`config.mk`:
```
export PLATFORM = sky130hd
export DESIGN_NAME = jpeg_dht_canonical_huffman_builder_flat
export DESIGN_NICKNAME = d
export VERILOG_FILES = /design/src/rtl/jdhb_pkg.sv /design/src/rtl/jdhb_in_if.sv /design/src/rtl/jdhb_out_if.sv /design/src/rtl/jpeg_dht_canonical_huffman_builder.sv /design/src/rtl/jdhb_parser.sv /design/src/rtl/jdhb_res_fifo.sv /design/src/flat_wrapper.sv
export SDC_FILE = /design/constraint.sdc
export NUM_CORES = 1
export LEC_CHECK = 0
export BUFFER_PORTS_ARGS = -buffer_cell sky130_fd_sc_hd__clkbuf_2
export CORE_ASPECT_RATIO = 0.8
export CORE_MARGIN = 5
export CORE_UTILIZATION = 45
export DETAILED_ROUTE_END_ITERATION = 8
export PLACE_DENSITY = 0.58
export SYNTH_ARGS = -nofsm -noshare
export SYNTH_HDL_FRONTEND = slang
export SYNTH_SLANG_ARGS = --single-unit
```
`constraint.sdc`:
```
create_clock -name clk_i -period 16.7 [get_ports clk_i]
set_input_delay 5.01 -clock clk_i [delete_from_list [all_inputs] [get_ports clk_i]]
set_output_delay 5.01 -clock clk_i [all_outputs]
set_load 0.1 [all_outputs]
```
`src/rtl/jdhb_pkg.sv`:
```
`default_nettype none
// ----------------------------------------------------------------------------
// jdhb_pkg
// Shared types and constants of the DHT segment parser and code builder.
// ----------------------------------------------------------------------------
package jdhb_pkg;

  localparam int unsigned MAX_CODE_BITS_DEF = 16;
  localparam int unsigned FIFO_DEPTH        = 4;
  localparam int unsigned NUM_LENGTHS       = 16;

  typedef enum logic [1:0] {
    KIND_CODE     = 2'd0,
    KIND_TABLE    = 2'd1,
    KIND_SEG_DONE = 2'd2,
    KIND_ERROR    = 2'd3
  } kind_e;

  typedef enum logic [1:0] {
    ERR_SHORT_LEN = 2'd0,
    ERR_CLASS_IDX = 2'd1,
    ERR_COUNTS    = 2'd2,
    ERR_OVERRUN   = 2'd3
  } err_e;

  typedef struct packed {
    logic [1:0]  kind;
    logic [1:0]  error_code;
    logic        table_class;
    logic [1:0]  table_index;
    logic [15:0] code_value;
    logic [4:0]  code_length;
    logic [7:0]  symbol_value;
  } res_t;

  // up to two result words per input byte
  typedef struct packed {
    logic [1:0] num;
    res_t       res0;
    res_t       res1;
  } push_t;

endpackage
`default_nettype wire

```
`src/rtl/jdhb_in_if.sv`:
```
`default_nettype none
// ----------------------------------------------------------------------------
// jdhb_in_if
// Segment byte channel: valid/ready with one byte and a segment start flag.
// ----------------------------------------------------------------------------
interface jdhb_in_if;
  logic       valid;
  logic       ready;
  logic [7:0] data_byte;
  logic       segment_start;

  modport source (output valid, output data_byte, output segment_start, input ready);
  modport sink   (input valid, input data_byte, input segment_start, output ready);
endinterface
`default_nettype wire

```
`src/rtl/jdhb_out_if.sv`:
```
`default_nettype none
// ----------------------------------------------------------------------------
// jdhb_out_if
// Result channel: valid/ready with one code entry, status or error word.
// ----------------------------------------------------------------------------
interface jdhb_out_if;
  logic        valid;
  logic        ready;
  logic [1:0]  kind;
  logic [1:0]  error_code;
  logic        table_class;
  logic [1:0]  table_index;
  logic [15:0] code_value;
  logic [4:0]  code_length;
  logic [7:0]  symbol_value;

  modport source (
    output valid, output kind, output error_code, output table_class,
    output table_index, output code_value, output code_length,
    output symbol_value, input ready
  );
  modport sink (
    input valid, input kind, input error_code, input table_class,
    input table_index, input code_value, input code_length,
    input symbol_value, output ready
  );
endinterface
`default_nettype wire

```
`src/rtl/jpeg_dht_canonical_huffman_builder.sv`:
```
`default_nettype none
// ----------------------------------------------------------------------------
// jpeg_dht_canonical_huffman_builder
// Parses a define-Huffman-table segment and emits canonical code entries.
// ----------------------------------------------------------------------------
//  channel  dir  payload                                         words
//  in_i     in   data_byte, segment_start                        one per byte
//  out_o    out  kind, error_code, table_class, table_index,     0..2 per byte
//                code_value, code_length, symbol_value
//
//  one byte per cycle while in_i.ready is high; each byte is decoded in the
//  cycle it is taken and its result words go into a four-word output queue,
//  offered from the next cycle; in_i.ready is high while at most two words
//  are queued, so a stalled sink holds off input once three or four words
//  are waiting; length groups with no codes are skipped by a priority encoder
//  reset returns to idle; bytes before a segment start are dropped
// ----------------------------------------------------------------------------
module jpeg_dht_canonical_huffman_builder
  import jdhb_pkg::*;
#(
  parameter int unsigned MAX_CODE_BITS = MAX_CODE_BITS_DEF
) (
  input  wire        clk_i,
  input  wire        rst_ni,
  jdhb_in_if.sink    in_i,
  jdhb_out_if.source out_o
);

  push_t push;
  res_t  head;
  logic  room;
  logic  accept;

  assign in_i.ready = room;
  assign accept     = in_i.valid && room;

  jdhb_parser #(
    .MAX_CODE_BITS (MAX_CODE_BITS)
  ) u_parser (
    .clk_i           (clk_i),
    .rst_ni          (rst_ni),
    .accept_i        (accept),
    .data_byte_i     (in_i.data_byte),
    .segment_start_i (in_i.segment_start),
    .push_o          (push)
  );

  jdhb_res_fifo u_fifo (
    .clk_i       (clk_i),
    .rst_ni      (rst_ni),
    .push_i      (push),
    .room_o      (room),
    .out_valid_o (out_o.valid),
    .out_ready_i (out_o.ready),
    .out_data_o  (head)
  );

  assign out_o.kind         = head.kind;
  assign out_o.error_code   = head.error_code;
  assign out_o.table_class  = head.table_class;
  assign out_o.table_index  = head.table_index;
  assign out_o.code_value   = head.code_value;
  assign out_o.code_length  = head.code_length;
  assign out_o.symbol_value = head.symbol_value;

endmodule
`default_nettype wire

```
`src/rtl/jdhb_parser.sv`:
```
`default_nettype none
// ----------------------------------------------------------------------------
// jdhb_parser
// Segment FSM and canonical code assignment, one byte per accepted cycle.
// ----------------------------------------------------------------------------
module jdhb_parser
  import jdhb_pkg::*;
#(
  parameter int unsigned MAX_CODE_BITS = MAX_CODE_BITS_DEF
) (
  input  wire        clk_i,
  input  wire        rst_ni,
  input  wire        accept_i,
  input  wire  [7:0] data_byte_i,
  input  wire        segment_start_i,
  output push_t      push_o
);

  typedef enum logic [4:0] {
    PH_IDLE    = 5'b00001,
    PH_LEN_LO  = 5'b00010,
    PH_HEADER  = 5'b00100,
    PH_COUNTS  = 5'b01000,
    PH_SYMBOLS = 5'b10000
  } phase_e;

  phase_e             phase_q, phase_d;
  logic [7:0]         len_hi_q, len_hi_d;
  logic signed [17:0] remain_q, remain_d;
  logic [4:0]         pos_q, pos_d;
  logic [7:0]         left_q, left_d;
  logic [16:0]        code_q, code_d;
  logic [2:0]         ci_q, ci_d;

  logic [7:0]             counts_q [NUM_LENGTHS];
  logic [NUM_LENGTHS-1:0] nz_q;
  logic                   cnt_wr;

  // shared group entry: priority encoder over nonzero counts
  logic [NUM_LENGTHS-1:0] nz_eff;
  logic [4:0]             grp_from;
  logic [3:0]             grp_base;
  logic [16:0]            grp_code;
  logic signed [17:0]     grp_remain;
  logic [3:0]             grp_j;
  logic                   grp_found;
  logic [7:0]             grp_cnt;
  res_t                   end_res;
  logic                   end_emit;
  phase_e                 end_phase;

  logic [15:0] len_full;
  logic [3:0]  sym_pos;
  logic [4:0]  sym_len;
  logic [16:0] code_inc;
  logic [7:0]  left_dec;
  logic        overflow;
  res_t        res0, res1;
  logic [1:0]  num;

  always_comb begin
    for (int i = 0; i < NUM_LENGTHS; i++) begin
      nz_eff[i] = (cnt_wr && pos_q[3:0] == 4'(i)) ? (data_byte_i != 8'd0) : nz_q[i];
    end
  end

  always_comb begin
    grp_j     = '0;
    grp_found = 1'b0;
    for (int i = NUM_LENGTHS - 1; i >= 0; i--) begin
      if (nz_eff[i] && 5'(i) >= grp_from) begin
        grp_j     = 4'(i);
        grp_found = 1'b1;
      end
    end
  end

  assign grp_cnt = (cnt_wr && grp_j == pos_q[3:0]) ? data_byte_i : counts_q[grp_j];

  // what follows the end of a table
  always_comb begin
    end_res  = '0;
    end_emit = 1'b1;
    if (grp_remain[17]) begin
      end_res.kind        = KIND_ERROR;
      end_res.error_code  = ERR_OVERRUN;
      end_res.table_class = ci_q[2];
      end_res.table_index = ci_q[1:0];
      end_phase           = PH_IDLE;
    end else if (grp_remain == '0) begin
      end_res.kind = KIND_SEG_DONE;
      end_phase    = PH_IDLE;
    end else begin
      end_emit  = 1'b0;
      end_phase = PH_HEADER;
    end
  end

  assign len_full = {len_hi_q, data_byte_i};
  assign sym_pos  = pos_q[3:0];
  assign sym_len  = {1'b0, sym_pos} + 5'd1;
  assign code_inc = code_q + 17'd1;
  assign left_dec = (left_q != 8'd0) ? left_q - 8'd1 : 8'd0;
  assign overflow = ((code_inc >> sym_len) != 17'd0) || (sym_len > 5'(MAX_CODE_BITS));

  always_comb begin
    phase_d    = phase_q;
    len_hi_d   = len_hi_q;
    remain_d   = remain_q;
    pos_d      = pos_q;
    left_d     = left_q;
    code_d     = code_q;
    ci_d       = ci_q;
    cnt_wr     = 1'b0;
    res0       = '0;
    res1       = '0;
    num        = 2'd0;
    grp_from   = 5'd0;
    grp_base   = 4'd0;
    grp_code   = 17'd0;
    grp_remain = remain_q - 18'sd1;

    if (accept_i) begin
      if (segment_start_i) begin
        len_hi_d = data_byte_i;
        phase_d  = PH_LEN_LO;
      end else begin
        unique case (phase_q)
          PH_LEN_LO: begin
            if (len_full < 16'd2) begin
              res0.kind  = KIND_ERROR;
              res0.error_code = ERR_SHORT_LEN;
              num        = 2'd1;
              phase_d    = PH_IDLE;
            end else begin
              remain_d = $signed({2'b00, len_full}) - 18'sd2;
              if (len_full == 16'd2) begin
                res0.kind = KIND_SEG_DONE;
                num       = 2'd1;
                phase_d   = PH_IDLE;
              end else begin
                phase_d = PH_HEADER;
              end
            end
          end
          PH_HEADER: begin
            remain_d = remain_q - 18'sd1;
            if (data_byte_i[7:4] > 4'd1 || data_byte_i[3:0] > 4'd3) begin
              res0.kind       = KIND_ERROR;
              res0.error_code = ERR_CLASS_IDX;
              num             = 2'd1;
              phase_d         = PH_IDLE;
            end else begin
              ci_d             = {data_byte_i[4], data_byte_i[1:0]};
              pos_d            = 5'd0;
              phase_d          = PH_COUNTS;
              res0.kind        = KIND_TABLE;
              res0.table_class = data_byte_i[4];
              res0.table_index = data_byte_i[1:0];
              num              = 2'd1;
            end
          end
          PH_COUNTS: begin
            remain_d = remain_q - 18'sd1;
            cnt_wr   = 1'b1;
            pos_d    = pos_q + 5'd1;
            if (pos_q >= 5'(NUM_LENGTHS - 1)) begin
              grp_from = 5'd0;
              grp_base = 4'd0;
              grp_code = 17'd0;
              code_d   = 17'd0;
              if (grp_found) begin
                code_d  = grp_code << (grp_j - grp_base);
                pos_d   = {1'b0, grp_j};
                left_d  = grp_cnt;
                phase_d = PH_SYMBOLS;
              end else begin
                res0    = end_res;
                num     = {1'b0, end_emit};
                phase_d = end_phase;
              end
            end
          end
          PH_SYMBOLS: begin
            remain_d          = remain_q - 18'sd1;
            res0.kind         = KIND_CODE;
            res0.table_class  = ci_q[2];
            res0.table_index  = ci_q[1:0];
            res0.code_value   = code_q[15:0];
            res0.code_length  = sym_len;
            res0.symbol_value = data_byte_i;
            num               = 2'd1;
            code_d            = code_inc;
            left_d            = left_dec;
            if (left_dec == 8'd0) begin
              if (overflow) begin
                res1.kind        = KIND_ERROR;
                res1.error_code  = ERR_COUNTS;
                res1.table_class = ci_q[2];
                res1.table_index = ci_q[1:0];
                num              = 2'd2;
                phase_d          = PH_IDLE;
              end else begin
                grp_from = sym_len;
                grp_base = sym_pos;
                grp_code = code_inc;
                if (grp_found) begin
                  code_d  = grp_code << (grp_j - grp_base);
                  pos_d   = {1'b0, grp_j};
                  left_d  = grp_cnt;
                  phase_d = PH_SYMBOLS;
                end else begin
                  res1    = end_res;
                  num     = end_emit ? 2'd2 : 2'd1;
                  phase_d = end_phase;
                end
              end
            end
          end
          default: begin
            phase_d = PH_IDLE;
          end
        endcase
      end
    end
  end

  assign push_o.num  = num;
  assign push_o.res0 = res0;
  assign push_o.res1 = res1;

  always_ff @(posedge clk_i or negedge rst_ni) begin
    if (!rst_ni) begin
      phase_q  <= PH_IDLE;
      len_hi_q <= '0;
      remain_q <= '0;
      pos_q    <= '0;
      left_q   <= '0;
      code_q   <= '0;
      ci_q     <= '0;
    end else begin
      phase_q  <= phase_d;
      len_hi_q <= len_hi_d;
      remain_q <= remain_d;
      pos_q    <= pos_d;
      left_q   <= left_d;
      code_q   <= code_d;
      ci_q     <= ci_d;
    end
  end

  // count table, written once per table before any read
  always_ff @(posedge clk_i) begin
    if (cnt_wr) begin
      counts_q[pos_q[3:0]] <= data_byte_i;
      nz_q[pos_q[3:0]]     <= (data_byte_i != 8'd0);
    end
  end

endmodule
`default_nettype wire

```
`src/rtl/jdhb_res_fifo.sv`:
```
`default_nettype none
// ----------------------------------------------------------------------------
// jdhb_res_fifo
// Small result queue: takes up to two words a cycle, hands one out when ready.
// ----------------------------------------------------------------------------
module jdhb_res_fifo
  import jdhb_pkg::*;
(
  input  wire        clk_i,
  input  wire        rst_ni,
  input  wire push_t push_i,
  output logic       room_o,
  output logic       out_valid_o,
  input  wire        out_ready_i,
  output res_t       out_data_o
);

  localparam int unsigned PTR_W = $clog2(FIFO_DEPTH);

  res_t             mem_q [FIFO_DEPTH];
  logic [PTR_W-1:0] wr_q, wr_d, rd_q, rd_d, wr_next;
  logic [PTR_W:0]   cnt_q, cnt_d;
  logic             pop;

  assign out_valid_o = (cnt_q != '0);
  assign pop         = out_valid_o && out_ready_i;
  // space for a two-word burst
  assign room_o      = (cnt_q <= (PTR_W+1)'(FIFO_DEPTH - 2));
  assign out_data_o  = mem_q[rd_q];
  assign wr_next     = wr_q + PTR_W'(1);

  assign wr_d  = wr_q + PTR_W'(push_i.num);
  assign rd_d  = rd_q + PTR_W'(pop);
  assign cnt_d = cnt_q + (PTR_W+1)'(push_i.num) - (PTR_W+1)'(pop);

  always_ff @(posedge clk_i or negedge rst_ni) begin
    if (!rst_ni) begin
      wr_q  <= '0;
      rd_q  <= '0;
      cnt_q <= '0;
    end else begin
      wr_q  <= wr_d;
      rd_q  <= rd_d;
      cnt_q <= cnt_d;
    end
  end

  always_ff @(posedge clk_i) begin
    if (push_i.num != 2'd0) begin
      mem_q[wr_q] <= push_i.res0;
    end
    if (push_i.num == 2'd2) begin
      mem_q[wr_next] <= push_i.res1;
    end
  end

endmodule
`default_nettype wire

```
`src/flat_wrapper.sv`:
```
// flat-port wrapper written by rule: the top's interface ports become plain ports
module jpeg_dht_canonical_huffman_builder_flat import jdhb_pkg::*;
#(
  parameter int unsigned MAX_CODE_BITS = MAX_CODE_BITS_DEF
)
  (clk_i, rst_ni, in_i_valid, in_i_data_byte, in_i_segment_start, in_i_ready, out_o_valid, out_o_kind, out_o_error_code, out_o_table_class, out_o_table_index, out_o_code_value, out_o_code_length, out_o_symbol_value, out_o_ready);
  jdhb_in_if in_i_i ();
  jdhb_out_if out_o_i ();
  input  wire clk_i;
  input  wire rst_ni;
  input wire logic [$bits(in_i_i.valid)-1:0] in_i_valid;
  input wire logic [$bits(in_i_i.data_byte)-1:0] in_i_data_byte;
  input wire logic [$bits(in_i_i.segment_start)-1:0] in_i_segment_start;
  output wire logic [$bits(in_i_i.ready)-1:0] in_i_ready;
  output wire logic [$bits(out_o_i.valid)-1:0] out_o_valid;
  output wire logic [$bits(out_o_i.kind)-1:0] out_o_kind;
  output wire logic [$bits(out_o_i.error_code)-1:0] out_o_error_code;
  output wire logic [$bits(out_o_i.table_class)-1:0] out_o_table_class;
  output wire logic [$bits(out_o_i.table_index)-1:0] out_o_table_index;
  output wire logic [$bits(out_o_i.code_value)-1:0] out_o_code_value;
  output wire logic [$bits(out_o_i.code_length)-1:0] out_o_code_length;
  output wire logic [$bits(out_o_i.symbol_value)-1:0] out_o_symbol_value;
  input wire logic [$bits(out_o_i.ready)-1:0] out_o_ready;
  assign in_i_i.valid = in_i_valid;
  assign in_i_i.data_byte = in_i_data_byte;
  assign in_i_i.segment_start = in_i_segment_start;
  assign in_i_ready = in_i_i.ready;
  assign out_o_valid = out_o_i.valid;
  assign out_o_kind = out_o_i.kind;
  assign out_o_error_code = out_o_i.error_code;
  assign out_o_table_class = out_o_i.table_class;
  assign out_o_table_index = out_o_i.table_index;
  assign out_o_code_value = out_o_i.code_value;
  assign out_o_code_length = out_o_i.code_length;
  assign out_o_symbol_value = out_o_i.symbol_value;
  assign out_o_i.ready = out_o_ready;
  jpeg_dht_canonical_huffman_builder #(.MAX_CODE_BITS(MAX_CODE_BITS)) u_core (.clk_i(clk_i), .rst_ni(rst_ni), .in_i(in_i_i), .out_o(out_o_i));
endmodule
```
==> summary.md <==
| Metric | Value |
|---|---|
| Status | `complete, no violations` |
| Chip width | `239.7 um` |
| Clock transition at path regs | `60 ps` |
| Post-detailed-route DRC marker count | `0` |
| Mapped Cells | `1873` |
| CP Capture Type | `flip-flop` |
| PwrDens | `109.9 nW/um^2` |
| Simple-Gate Fraction of Synth Area | `15.18%` |
| Pre-antenna DRT Iters | `5` |
| Mean post-synth cell area | `10.14 sq um` |
| Final setup violating endpoints | `0` |
| Most frequent cells in the layout | `nand2_1 (193), o21ai_0 (181), edfxtp_1 (172)` |
| Antenna violations before repair | `0` |
| Asr flop ratio synth | `19.78%` |
| Post-synth EDFFs | `172` |
| Post-Route Setup TNS | `0 ps` |
| Cell Area, Placed | `19580 sq um` |
| Worst path required time | `17180 ps` |
| Critical Path, Cell by Cell | `clkbuf_2, or2_1, or4_1, nor4_4, inv_2, mux2_2, nand2b_1, a221oi_1, o311a_1, o21a_1, inv_2, fa_1, inv_1, mux2_2, mux2i_1, nor2_1, a21oi_1, mux2i_1, or2_2, o211ai_1` |
| CTS tree | `built` |
| Critical path's largest stage delay | `1190 ps` |
| Initial DRC count | `1773` |
| Total CTS buffers | `39` |
| Largest net degree at the start of global routing | `72` |
| Maximum VDD drop | `0.08745 mV` |
| Ys flop type | `edfxtp_1` |
| Fmax | `0.08730 GHz` |
| Post-Synthesis Cell Area | `18990 sq um` |
| Layout cell share with drive strength beyond 1 | `12.61%` |
| Core ar. | `41830 sq um` |
| Pin slew with the least headroom to its limit | `1152 ps` |
| Root Buffer Master | `clkbuf_16` |
| Area Overhead vs Synth | `9.677%` |
| Hold_buf cts | `0` |
| Tmin final | `11450 ps` |
| Hold Fails Final Rpt | `0` |
| CP Class | `in2reg` |
| Syn Nets | `1906` |
| # H-tree levels | `2` |
| DR vias/cell | `6.229` |
| Lkg Pwr | `7.697 nW` |
| Die height | `193.8 um` |
| RSZ-0062 raised after global routing | `no` |
| Sequential standard cell area | `9268 sq um` |
| Slowest cell on crit path | `fa_1` |
| I/O pin count | `51` |
| Seq/Total Area, Yosys | `48.78%` |
| Xor/xnor cell area share of the yosys netlist | `2.062%` |
| Register bit total from synthesis | `359` |
| Post-layout util | `49.80%` |
| Remaining global-route overflow | `0` |
| Die area | `46440 sq um` |
| Fill count | `3803` |
| Crit path buffers/inverters | `4` |
| Sink Count | `359` |
| Drt wl/cell | `24.12 um` |
| Clk buf depth | `3` |
| Post-CTS Setup Bufs | `0` |
| Nets@finish | `1898` |
| Row count | `67` |
| First-pass GRT wire length | `89040 um` |
| Post-synthesis cell type count | `100` |
| Worst slew margin | `22.76%` |
| Most common cell after layout, fill and taps aside | `nand2_1` |
| Worst hold path class | `reg2reg` |
| Area of the multi-input gates | `9001 sq um` |
| Synth Area in Compound Gates | `18.15%` |
| Main combinational cell family by area after synthesis | `compound AO/OA/AOI/OAI gates` |
| Buffers on Ports | `50` |
| Slew Viols, Final | `0` |
| Clk_lat worst skew | `560 ps` |
| Final worst-path cycle share | `68.59%` |
| Starting Density | `45.41%` |
| Total track usage | `24.61%` |
| Adder-cell share of the synthesized area | `1.502%` |
| CP Max Fanout | `24` |
| Post-synthesis mux area share | `10.36%` |
| Synth Warn # | `0` |
| CP startpoint kind | `input pin` |
| Arrival time worst endpoint | `11940 ps` |
| Maxcap violations | `0` |
| Vias in the first global route | `14190` |
| Cts repair resizes | `0` |
| GPL Wtd Cong | `0.9454` |
| Antenna Nets Post-Route | `0` |
| Design area | `20830 sq um` |
| Routed via count | `15240` |
| Diode count | `0` |
| Clock skew | `14.32 ps` |
| Crit-path leading delay family | `simple AND/OR/NAND/NOR gates` |
| Final WL | `59030 um` |
| DP HPWL | `39820 um` |
| R2r setup slk | `8370 ps` |
==> final timing paths <==
| check | startpoint | to | cells past startpoint |
|---|---|---|---|
| max in group asynchronous | rst_ni | u_core.u_fifo.rd_q[0] | 1 |
| worst max register to register | u_core.u_parser.code_q[0] | u_core.u_parser.code_q[16] | 22 |
| min in group asynchronous | rst_ni | u_core.u_parser.remain_q[10] | 1 |
| worst max-delay path | in_i_data_byte[3] | u_core.u_parser.code_q[16] | 20 |
| worst min-delay path | u_core.u_fifo.mem_q[1][24] | u_core.u_fifo.mem_q[1][24] | 2 |
| worst min register to register | u_core.u_fifo.mem_q[1][24] | u_core.u_fifo.mem_q[1][24] | 2 |
==> cells in the mapped netlist, drive strengths merged, types with 5 or more instances <==
cell type  number  share of area, %
o22ai          34               1.1
nor2          123               2.5
nand4          17              0.70
mux4           38               4.5
nand3          99               2.7
a211oi          7              0.30
and2           18              0.59
o211ai         16              0.69
or2             9              0.30
clkbuf         79               1.6
and4            6              0.28
nor3           38               1.0
a21o            9              0.36
buf            44               1.4
o31ai          12              0.65
and3            9              0.30
a31oi          27              0.89
nor3b           5              0.20
nand2b         19              0.63
or3             9              0.30
mux2i          84               4.4
dfrtp          70               9.2
o21a            7              0.28
edfxtp        172                27
ha             18               1.2
xnor2          21              0.97
a2111oi         5              0.28
dfxtp         116                12
nor2b          12              0.40
mux2           24               1.4
nor4           13              0.54
a22oi           5              0.20
nand3b          8              0.32
nand2         198               4.0
a22o           57               2.6
inv            47              0.93
xor2           21              0.97
a21oi          88               2.3
o21ai         210               5.5
o31a            5              0.23
==> through the flow <==
| stage | setup WS (ps) | hold slack [ps] | instances | power (mW) |
|---|---|---|---|---|
| after floorplan | 6388 | 419.8 | 1873 | 1.357 |
| after global placement | 4984 | 429.3 | 2376 | 1.451 |
| after detailed placement | 4767 | 444.6 | 2376 | 1.458 |
| after CTS | 5352 | 460.9 | 2447 | 2.308 |
| after global routing | 4852 | 485.7 | 2447 | 2.386 |
| final | 5246 | 456.8 | 2447 | 2.290 |
==> final cells by class <==
type,instances,share of cell area [%]
multi-input cells,1341,43.21
clock inverters,18,0.7748
repair buffers,74,2.078
flip-flops and latches,359,44.49
clock buffers,53,5.237
well taps,552,3.315
inverters,50,0.9009
==> report_power, final <==
part           switching (mW)  internal, mW
combinational           0.292         0.142
sequential             0.0460         0.961
clock                   0.369         0.480
total                   0.707          1.58
==> kinds of logic (layout without fill, tap and decap cells) <==
| logic type | after synthesis | in the layout |
|---|---|---|
| DFF | 359 | 359 |
| and+or+nand+nor | 593 | 593 |
| AOI/OAI and AO/OA | 537 | 537 |
| buffers and inverters | 173 | 195 |
| muxes | 146 | 146 |
| adders and majority gates | 22 | 22 |
| xor gates and xnor gates | 43 | 43 |
==> tightest hold or removal path, delay by kind of cell, from the launching register on <==
kind             cells  cell delay (ps)
AND/OR/NAND/NOR      1               40
AO/OA/AOI/OAI        1               50
flip-flops           1              330
==> state kept, by name, summed over array words and instances, names as in the netlist <==
signal	count
u_core.u_fifo.cnt_q	3
u_core.u_fifo.mem_q	144
u_core.u_fifo.rd_q	2
u_core.u_fifo.wr_q	2
u_core.u_parser.ci_q	3
u_core.u_parser.code_q	17
u_core.u_parser.counts_q	128
u_core.u_parser.left_q	8
u_core.u_parser.len_hi_q	8
u_core.u_parser.nz_q	16
u_core.u_parser.phase_q	5
u_core.u_parser.pos_q	5
u_core.u_parser.remain_q	18
==> per-layer routing <==
metal / vias up / part of all wire, % / wire length, um / track usage, %
li1: 7002 / - / - / -
met1: 7550 / 48 / 28350 / 39.15
met2: 612 / 41 / 24460 / 34.10
met3: 78 / 8.1 / 4768 / 4.863
met4: 0 / 2.4 / 1446 / 6.360
met5: - / 0 / 0 / 0
No activity file was read; power rests on OpenSTA's default activity.
